===== src/eii_pkg.sv =====
`timescale 1ns / 1ps
// ----------------------------------------------------------------------------
// eii_pkg
// shared types, widths and codes of the energy interval integrator
// ----------------------------------------------------------------------------
package eii_pkg;

  localparam int TS_W            = 64;
  localparam int SUM_W           = 64;
  localparam int READING_FIELD_W = 32;
  localparam int TF_W            = 17;
  localparam int TF_MAG_W        = 16;
  localparam int MUL_B_W         = 32;
  localparam int CFG_INDEX_W     = 1;
  localparam int CFG_DATA_W      = 17;
  localparam int READING_WIDTH_DEF = 32;

  localparam logic [CFG_INDEX_W-1:0] CFG_SOURCE_MODE  = 1'd0;
  localparam logic [CFG_INDEX_W-1:0] CFG_SCALE_FACTOR = 1'd1;

  localparam logic MODE_COUNTER = 1'b0;
  localparam logic MODE_POWER   = 1'b1;

  localparam logic signed [TF_W-1:0] TF_RESET = 17'sd1;

  typedef enum logic [2:0] {
    S_IDLE,
    S_DECIDE,
    S_MUL1,
    S_MUL2,
    S_DIV,
    S_COMMIT
  } eii_state_t;

endpackage


===== src/eii_mul.sv =====
`timescale 1ns / 1ps
// ----------------------------------------------------------------------------
// eii_mul
// shift-add multiplier, one multiplier bit per cycle, product modulo 2^64
// ----------------------------------------------------------------------------
module eii_mul #(
  parameter int B_W = eii_pkg::MUL_B_W
) (
  input  logic                     clk,
  input  logic                     rst,
  input  logic                     start,
  input  logic [eii_pkg::SUM_W-1:0] a,
  input  logic [B_W-1:0]           b,
  output logic                     busy,
  output logic [eii_pkg::SUM_W-1:0] product
);
  import eii_pkg::*;

  logic [SUM_W-1:0] acc;
  logic [SUM_W-1:0] mcand;
  logic [B_W-1:0]   mplier;

  always_ff @(posedge clk) begin
    if (rst) begin
      busy <= 1'b0;
    end else if (start) begin
      busy <= 1'b1;
    end else if (busy && (mplier == '0)) begin
      busy <= 1'b0;
    end
  end

  // stops as soon as no multiplier bits are left
  always_ff @(posedge clk) begin
    if (start) begin
      acc    <= '0;
      mcand  <= a;
      mplier <= b;
    end else if (busy && (mplier != '0)) begin
      if (mplier[0]) begin
        acc <= acc + mcand;
      end
      mcand  <= {mcand[SUM_W-2:0], 1'b0};
      mplier <= {1'b0, mplier[B_W-1:1]};
    end
  end

  assign product = acc;

  assert property (@(posedge clk) disable iff (rst)
    (busy && (mplier == '0) && !start) |=> !busy)
    else $error("multiplier did not finish after last bit");

  assert property (@(posedge clk) disable iff (rst)
    (busy && !start && (mplier != '0)) |=> ($countones(mplier) <= $countones($past(mplier))))
    else $error("multiplier bits grew while shifting");

  assert property (@(posedge clk) disable iff (rst)
    start |=> (busy && (acc == '0)))
    else $error("multiplier start did not clear accumulator");

endmodule


===== src/eii_div.sv =====
`timescale 1ns / 1ps
// ----------------------------------------------------------------------------
// eii_div
// restoring divider, one quotient bit per cycle, 64-bit by 17-bit unsigned
// ----------------------------------------------------------------------------
module eii_div (
  input  logic                        clk,
  input  logic                        rst,
  input  logic                        start,
  input  logic [eii_pkg::SUM_W-1:0]   dividend,
  input  logic [eii_pkg::TF_W-1:0]    divisor,
  output logic                        busy,
  output logic [eii_pkg::SUM_W-1:0]   quotient
);
  import eii_pkg::*;

  localparam int CNT_W = $clog2(SUM_W);

  logic [SUM_W-1:0] quo;
  logic [TF_W-1:0]  rem;
  logic [TF_W-1:0]  dsr;
  logic [CNT_W-1:0] cnt;
  logic [TF_W:0]    trial;
  logic [TF_W:0]    diff;
  logic             ge;

  assign trial = {rem, quo[SUM_W-1]};
  assign diff  = trial - {1'b0, dsr};
  assign ge    = (trial >= {1'b0, dsr});

  always_ff @(posedge clk) begin
    if (rst) begin
      busy <= 1'b0;
      cnt  <= '0;
    end else if (start) begin
      busy <= 1'b1;
      cnt  <= '0;
    end else if (busy) begin
      cnt <= cnt + 1'b1;
      if (cnt == CNT_W'(SUM_W - 1)) begin
        busy <= 1'b0;
      end
    end
  end

  // remainder stays below the divisor, so it fits the divisor width
  always_ff @(posedge clk) begin
    if (start) begin
      quo <= dividend;
      rem <= '0;
      dsr <= divisor;
    end else if (busy) begin
      rem <= ge ? diff[TF_W-1:0] : trial[TF_W-1:0];
      quo <= {quo[SUM_W-2:0], ge};
    end
  end

  assign quotient = quo;

  assert property (@(posedge clk) disable iff (rst)
    busy |-> (rem < dsr))
    else $error("partial remainder not below divisor");

  assert property (@(posedge clk) disable iff (rst)
    start |=> (busy && (cnt == '0)))
    else $error("divider start did not reset step count");

  assert property (@(posedge clk) disable iff (rst)
    (busy && !start && (cnt == CNT_W'(SUM_W - 1))) |=> !busy)
    else $error("divider ran past its last step");

endmodule


===== src/energy_interval_integrator.sv =====
`timescale 1ns / 1ps
// ----------------------------------------------------------------------------
// energy_interval_integrator
// integrates energy over framed sample intervals, rectangle rule
// ----------------------------------------------------------------------------
// Samples arrive on the s_ stream: tdata carries timestamp, energy and power
// readings, tuser marks the first sample of an interval, tlast the last one.
// Each last sample produces one beat on the m_ stream with the elapsed time
// and the energy consumed since the first sample, both modulo 2^64.
// The user sets source_mode and the scale factor on the cfg_ port while idle;
// the block itself does not enforce this. One sample is worked at a time.
// Counter mode and first samples pass from the sample register through
// DECIDE and COMMIT to the result register. Power mode runs a bit-serial
// shift-add multiplier (one power bit per cycle) and then either a second
// pass by the scale factor (one factor bit per cycle) or a restoring divider
// (one quotient bit per cycle) before COMMIT; after COMMIT the block returns
// to IDLE and takes the next sample.
// The result sits in an output register; the next sample is accepted while
// it waits. If a further last sample finishes while the receiver still
// stalls, the block holds that sample until the register frees up.
// Reset clears all interval state, sets source_mode 0 and the factor to 1.
// ----------------------------------------------------------------------------
module energy_interval_integrator #(
  parameter int READING_WIDTH = eii_pkg::READING_WIDTH_DEF
) (
  input  logic                               clk,
  input  logic                               rst,
  // timestamp[63:0], energy_reading[95:64], power_reading[127:96]
  input  logic [127:0]                       s_tdata,
  // first_sample
  input  logic                               s_tuser,
  input  logic                               s_tlast,
  input  logic                               s_tvalid,
  output logic                               s_tready,
  // elapsed[63:0], energy_used[127:64]
  output logic [127:0]                       m_tdata,
  output logic                               m_tvalid,
  input  logic                               m_tready,
  input  logic                               cfg_we,
  input  logic [eii_pkg::CFG_INDEX_W-1:0]    cfg_index,
  input  logic [eii_pkg::CFG_DATA_W-1:0]     cfg_data
);
  import eii_pkg::*;

  localparam int EFF_W = (READING_WIDTH < READING_FIELD_W) ? READING_WIDTH : READING_FIELD_W;

  eii_state_t state, state_next;

  logic                    source_mode;
  logic signed [TF_W-1:0]  scale_factor;

  logic [TS_W-1:0]  item_ts;
  logic [EFF_W-1:0] item_energy;
  logic [EFF_W-1:0] item_power;
  logic             item_first;
  logic             item_last;

  logic [TS_W-1:0]  start_time;
  logic [TS_W-1:0]  previous_time;
  logic [EFF_W-1:0] previous_power;
  logic [SUM_W-1:0] energy_sum;

  logic               mul_start;
  logic [SUM_W-1:0]   mul_a;
  logic [MUL_B_W-1:0] mul_b;
  logic               mul_busy;
  logic [SUM_W-1:0]   mul_product;

  logic               div_start;
  logic [TF_W-1:0]    tf_mag;
  logic               div_busy;
  logic [SUM_W-1:0]   div_quotient;

  logic               in_beat;
  logic               out_free;
  logic               out_load;

  assign in_beat  = s_tvalid && s_tready;
  assign out_free = !m_tvalid || m_tready;
  assign tf_mag   = ~scale_factor + 1'b1;

  // configuration
  always_ff @(posedge clk) begin
    if (rst) begin
      source_mode  <= MODE_COUNTER;
      scale_factor <= TF_RESET;
    end else if (cfg_we) begin
      case (cfg_index)
        CFG_SOURCE_MODE:  source_mode  <= cfg_data[0];
        CFG_SCALE_FACTOR: scale_factor <= cfg_data[TF_W-1:0];
        default: ;
      endcase
    end
  end

  // next state
  always_comb begin
    state_next = state;
    case (state)
      S_IDLE: begin
        if (s_tvalid) state_next = S_DECIDE;
      end
      S_DECIDE: begin
        if (item_first || (source_mode == MODE_COUNTER)) state_next = S_COMMIT;
        else state_next = S_MUL1;
      end
      S_MUL1: begin
        if (!mul_busy) state_next = scale_factor[TF_W-1] ? S_DIV : S_MUL2;
      end
      S_MUL2: begin
        if (!mul_busy) state_next = S_COMMIT;
      end
      S_DIV: begin
        if (!div_busy) state_next = S_COMMIT;
      end
      S_COMMIT: begin
        if (!item_last || out_free) state_next = S_IDLE;
      end
      default: state_next = S_IDLE;
    endcase
  end

  // outputs of the sequencer
  always_comb begin
    s_tready  = 1'b0;
    mul_start = 1'b0;
    div_start = 1'b0;
    out_load  = 1'b0;
    mul_a     = item_ts - previous_time;
    mul_b     = MUL_B_W'(previous_power);
    case (state)
      S_IDLE: s_tready = 1'b1;
      S_DECIDE: begin
        mul_start = !item_first && (source_mode == MODE_POWER);
      end
      S_MUL1: begin
        mul_a     = mul_product;
        mul_b     = MUL_B_W'(scale_factor[TF_MAG_W-1:0]);
        mul_start = !mul_busy && !scale_factor[TF_W-1];
        div_start = !mul_busy && scale_factor[TF_W-1];
      end
      S_COMMIT: out_load = item_last && out_free;
      default: ;
    endcase
  end

  always_ff @(posedge clk) begin
    if (rst) begin
      state <= S_IDLE;
    end else begin
      state <= state_next;
    end
  end

  // sample holding register
  always_ff @(posedge clk) begin
    if (in_beat) begin
      item_ts     <= s_tdata[63:0];
      item_energy <= s_tdata[64 +: EFF_W];
      item_power  <= s_tdata[96 +: EFF_W];
      item_first  <= s_tuser;
      item_last   <= s_tlast;
    end
  end

  // interval state
  always_ff @(posedge clk) begin
    if (rst) begin
      start_time     <= '0;
      previous_time  <= '0;
      previous_power <= '0;
      energy_sum     <= '0;
    end else begin
      case (state)
        S_DECIDE: begin
          if (item_first) begin
            start_time <= item_ts;
            energy_sum <= '0;
          end else if (source_mode == MODE_COUNTER) begin
            energy_sum <= energy_sum + SUM_W'(item_energy);
          end
        end
        S_MUL2: begin
          if (!mul_busy) energy_sum <= energy_sum + mul_product;
        end
        S_DIV: begin
          if (!div_busy) energy_sum <= energy_sum + div_quotient;
        end
        S_COMMIT: begin
          previous_time  <= item_ts;
          previous_power <= item_power;
        end
        default: ;
      endcase
    end
  end

  // result register
  always_ff @(posedge clk) begin
    if (rst) begin
      m_tvalid <= 1'b0;
    end else if (out_load) begin
      m_tvalid <= 1'b1;
    end else if (m_tready) begin
      m_tvalid <= 1'b0;
    end
  end

  always_ff @(posedge clk) begin
    if (out_load) begin
      m_tdata <= {energy_sum, item_ts - start_time};
    end
  end

  eii_mul #(
    .B_W (MUL_B_W)
  ) u_mul (
    .clk     (clk),
    .rst     (rst),
    .start   (mul_start),
    .a       (mul_a),
    .b       (mul_b),
    .busy    (mul_busy),
    .product (mul_product)
  );

  eii_div u_div (
    .clk      (clk),
    .rst      (rst),
    .start    (div_start),
    .dividend (mul_product),
    .divisor  (tf_mag),
    .busy     (div_busy),
    .quotient (div_quotient)
  );

  assert property (@(posedge clk) disable iff (rst)
    mul_start |-> !mul_busy)
    else $error("multiplier restarted while busy");

  assert property (@(posedge clk) disable iff (rst)
    div_start |-> (!div_busy && !mul_busy))
    else $error("divider started while an operation was running");

  assert property (@(posedge clk) disable iff (rst)
    s_tready |-> (!mul_busy && !div_busy))
    else $error("sample accepted while arithmetic still running");

  assert property (@(posedge clk) disable iff (rst)
    $rose(m_tvalid) |-> ($past(state) == S_COMMIT))
    else $error("result raised outside of commit");

endmodule

===== config.mk =====
export PLATFORM = sky130hd
export DESIGN_NAME = energy_interval_integrator
export DESIGN_NICKNAME = d
export VERILOG_FILES = /design/src/eii_pkg.sv /design/src/eii_mul.sv /design/src/eii_div.sv /design/src/energy_interval_integrator.sv
export SDC_FILE = /design/constraint.sdc
export NUM_CORES = 2
export LEC_CHECK = 0
export BUFFER_PORTS_ARGS = -buffer_cell sky130_fd_sc_hd__buf_2
export CAP_MARGIN = 20
export CORE_ASPECT_RATIO = 0.7
export CORE_UTILIZATION = 45
export DETAILED_ROUTE_END_ITERATION = 10
export PLACE_DENSITY = 0.65
export SYNTH_ARGS = -nofsm -noshare
export SYNTH_HDL_FRONTEND = slang
export SYNTH_SLANG_ARGS = --single-unit

===== constraint.sdc =====
create_clock -name clk -period 17.98 [get_ports clk]
set_clock_uncertainty 0.1 [all_clocks]
set_input_delay 2.697 -clock clk [delete_from_list [all_inputs] [get_ports clk]]
set_output_delay 2.697 -clock clk [all_outputs]
set_load 0.01 [all_outputs]

==> impl_results.md <==
- Pwr dens: 117 mW/mm^2
- Effective utilization at floorplan: 0.455
- Final period util: 0.288
- Reg-to-reg endpoint: energy_sum[63]
- Ports: 283
- Final std cells w/o fill: 7038
- Highest metal used: met4
- Slowest stage delay, CP: 520 ps
- Yosys reg bits: 770
- Post-synth cell types: around 110
- Row Count: between 90 and 100
- Leakage: roughly 21 nW
- Port Buf Inserts: ~280
- Drt initial violations: between 3000 and 4000
- Post-DP HPWL: between 90000 and 100000 um
- WP data arrival: between 5000 and 6000 ps
- Number of max-cap violations: 0
- WS Path Type: register to register
- Max Clk Rate: 193 MHz
- FFs w/ async S/R, synth: 0
- GRT overflow: 0
- Crit path launch type: register
- CP max FO: 38
- Syn-to-layout area delta: 11.3%
- DR WL/cell: between 15 and 20 um
- Via Count: between 30000 and 40000
- Die Y: 274 um
- Core Util, Final: 0.506
- Total core area: between 0.1 and 0.15 mm^2
- Skew-Pair Late Insertion Delay: 670 ps
- EDFF count, synth: 435
- Post-cts resize count: 0
- Worst VDD drop: 0.0764 mV
- Final ANT Viol Nets: 0
- Worst-Margin Slew: 1020 ps
- Ant diodes: 0
- DRC: 0
- Synth warn: 0
- Critical path cell sequence: nor3b_2 -> buf_4 -> buf_4 -> mux2_2 -> ha_1 -> a21o_1 -> a21oi_2 -> o21bai_1 -> a311oi_2 -> o21ai_1 -> a21o_1 -> or4_1 -> and2_4 -> a211oi_2 -> nor4_1 -> a211o_1
- DRT Pass-1 Iters: 5
- Syn nets: 5913
- Cells after Synth: 5445
- Drt total wl: 126000 um
- Flop2flop setup slack: 12800 ps
- CTS clock-pin slew for the worst setup and hold paths: 60 ps
- Vias in the first global route: 38000
- Crit. Startpoint: state[1]
- Clock Tree Buf Depth: 3
- # hold bufs at CTS: 0
- Critical path's slowest cell: buf_4
- Nets: 6024
- Worst Hold Class: register to register
- Fillers: 9879
- Total power: around 6 mW
- Met2 WL: ~58000 um
- Die area: roughly 0.11 mm^2
- Tot GR Track Use: 0.231
- Die width: just under 400 um
- RSZ-0062 raised after global routing: false
- Clk root buf: clkbuf_16
- Postcts setup bufs: 0
- Minimum clock period: ~5200 ps
- Final Cell Area: 0.0528 mm^2
- H-tree Lvls: 3
- Worst reg2reg path depth: 16
- Status: complete, no violations
- Placer congestion estimate: slightly above 0.9
- DR vias/cell: 5.66
- Synth Cell Area: 0.0474 mm^2
- CTS Buf Count: 80
- CP required: 18430 ps
- Clock Sinks: 770
- Worst Path Buf+Inv: 2
- Final Hold Vio Count: 0
- Reg2Reg Launch Point: state[1]
- CP top delay family: compound AO/OA/AOI/OAI gates
- Post-DP Area: roughly 0.050 mm^2
- Critical path depth: 16
- Fraction of layout cells with a size suffix above 1: 0.108
- Syn avg cell area: 8.71 um^2
- Commonest non-fill, non-tap cell in the layout: nand2_1
- Metal3 WL: 6060 um
- Commonest cells after routing, fill and taps aside: 1017 x nand2_1, 654 x a21oi_1, 435 x edfxtp_1
- Placed Instances: 6885
- Initial antenna violation count: 0
- Register area share after synthesis: 0.417
- CTS tree: built
- Largest net degree at the start of global routing: 92
- WL met1: 58900 um
- Setup-failing EPs final: 0
- Max-slew violations: 0
- CP endpoint: energy_sum[63]
- Setup TNS: 0 ps
- Dominant synthesized flop cell: edfxtp_1
- First-pass GRT wire length: about 200000 um
- Relative slew margins: 0.319
- Worst setup EP type: register
[metrics by stage]
stage | hold slack [ps] | setup WS (ps)
2_1_floorplan | 332 | 9180
3_3_place_gp | 342 | 12880
3_5_place_dp | 346 | 12800
4_1_cts | 355 | 12810
5_1_grt | 369 | 12490
6_report | 351 | 12800
[routing by layer]
layer	GRT usage	up-vias
li1	-	19800
met1	0.321	19000
met2	0.371	908
met3	0.0356	180
met4	0.0626	0
met5	0	-
[state kept, by name, summed over array words and instances, names as in the netlist, 32 cells and up]
| signal | cells |
|---|---|
| u_mul.mcand | 64 |
| u_mul.mplier | 32 |
| u_div.quotient | 64 |
| item_energy | 32 |
| start_time | 64 |
| item_ts | 64 |
| u_mul.product | 64 |
| previous_time | 64 |
| m_tdata | 128 |
| previous_power | 32 |
| energy_sum | 64 |
| item_power | 32 |
[synthesized netlist by cell type (33+ instances only)]
library cell | count | area [um^2]
nand2_1 | 1022 | 3840
a21oi_1 | 655 | 3280
edfxtp_1 | 435 | 13100
dfxtp_1 | 335 | 6710
nor2_1 | 325 | 1220
ha_1 | 309 | 3870
o21ai_0 | 277 | 1390
clkbuf_1 | 249 | 935
inv_1 | 231 | 867
xnor2_1 | 187 | 1640
a21o_1 | 178 | 1340
nor3_1 | 99 | 495
xor2_1 | 95 | 832
nand4_1 | 85 | 532
a31oi_1 | 78 | 488
nand3_1 | 75 | 375
mux2_2 | 64 | 721
o21bai_1 | 57 | 428
nor2b_1 | 45 | 282
and3_1 | 44 | 275
nand2b_1 | 44 | 275
a221oi_1 | 40 | 350
o21a_1 | 34 | 255
and2_1 | 33 | 206
[worst min-delay path by stage]
stage,end,slack [ps],cells past startpoint,from
2_1_floorplan,previous_power[31],330,2,previous_power[31]
6_report,previous_time[29],350,2,previous_time[29]
3_3_place_gp,previous_time[26],340,2,previous_time[26]
5_1_grt,previous_time[16],370,2,previous_time[16]
4_1_cts,previous_time[16],350,2,previous_time[16]
3_5_place_dp,previous_time[16],350,2,previous_time[16]
[cell families (layout without fill, tap and decap cells)]
| kind of cell | after synthesis | after routing | synth area share |
|---|---|---|---|
| xor+xnor | 282 | 282 | 0.0521 |
| mux | 76 | 76 | 0.0177 |
| compound gates | 1591 | 1591 | 0.210 |
| flops | 770 | 770 | 0.417 |
| simple gates | 1889 | 1889 | 0.177 |
| buf+inv | 522 | 701 | 0.0421 |
| fa+ha+maj | 315 | 315 | 0.0841 |
[report_power, final]
group | total [mW] | internal [mW] | leakage [nW] | switching, mW
Combinational | 2.09 | 0.836 | 12.4 | 1.25
Sequential | 2.25 | 2.05 | 6.72 | 0.205
Clock | 1.83 | 1.09 | 1.43 | 0.736
[area by class of cell]
class / count / area [um^2] / share of cell area
clock buffers: 118 / 2520 / 0.0478
flip-flops and latches: 770 / 19800 / 0.375
repair buffers: 319 / 1730 / 0.0328
inverters: 232 / 871 / 0.0165
well taps: 1414 / 1770 / 0.0335
multi-input cells: 4153 / 25700 / 0.488
clock inverters: 32 / 378 / 0.00716
[worst reg2reg max path, delay by kind of cell (launching register included)]
family | cells | cell delay, ps
AOI/OAI and AO/OA | 8 | 1690
adders and majority gates | 1 | 360
buffers and inverters | 2 | 930
DFF | 1 | 480
muxes | 1 | 430
and+or+nand+nor | 4 | 1070
(Power assumes the default switching activity.)
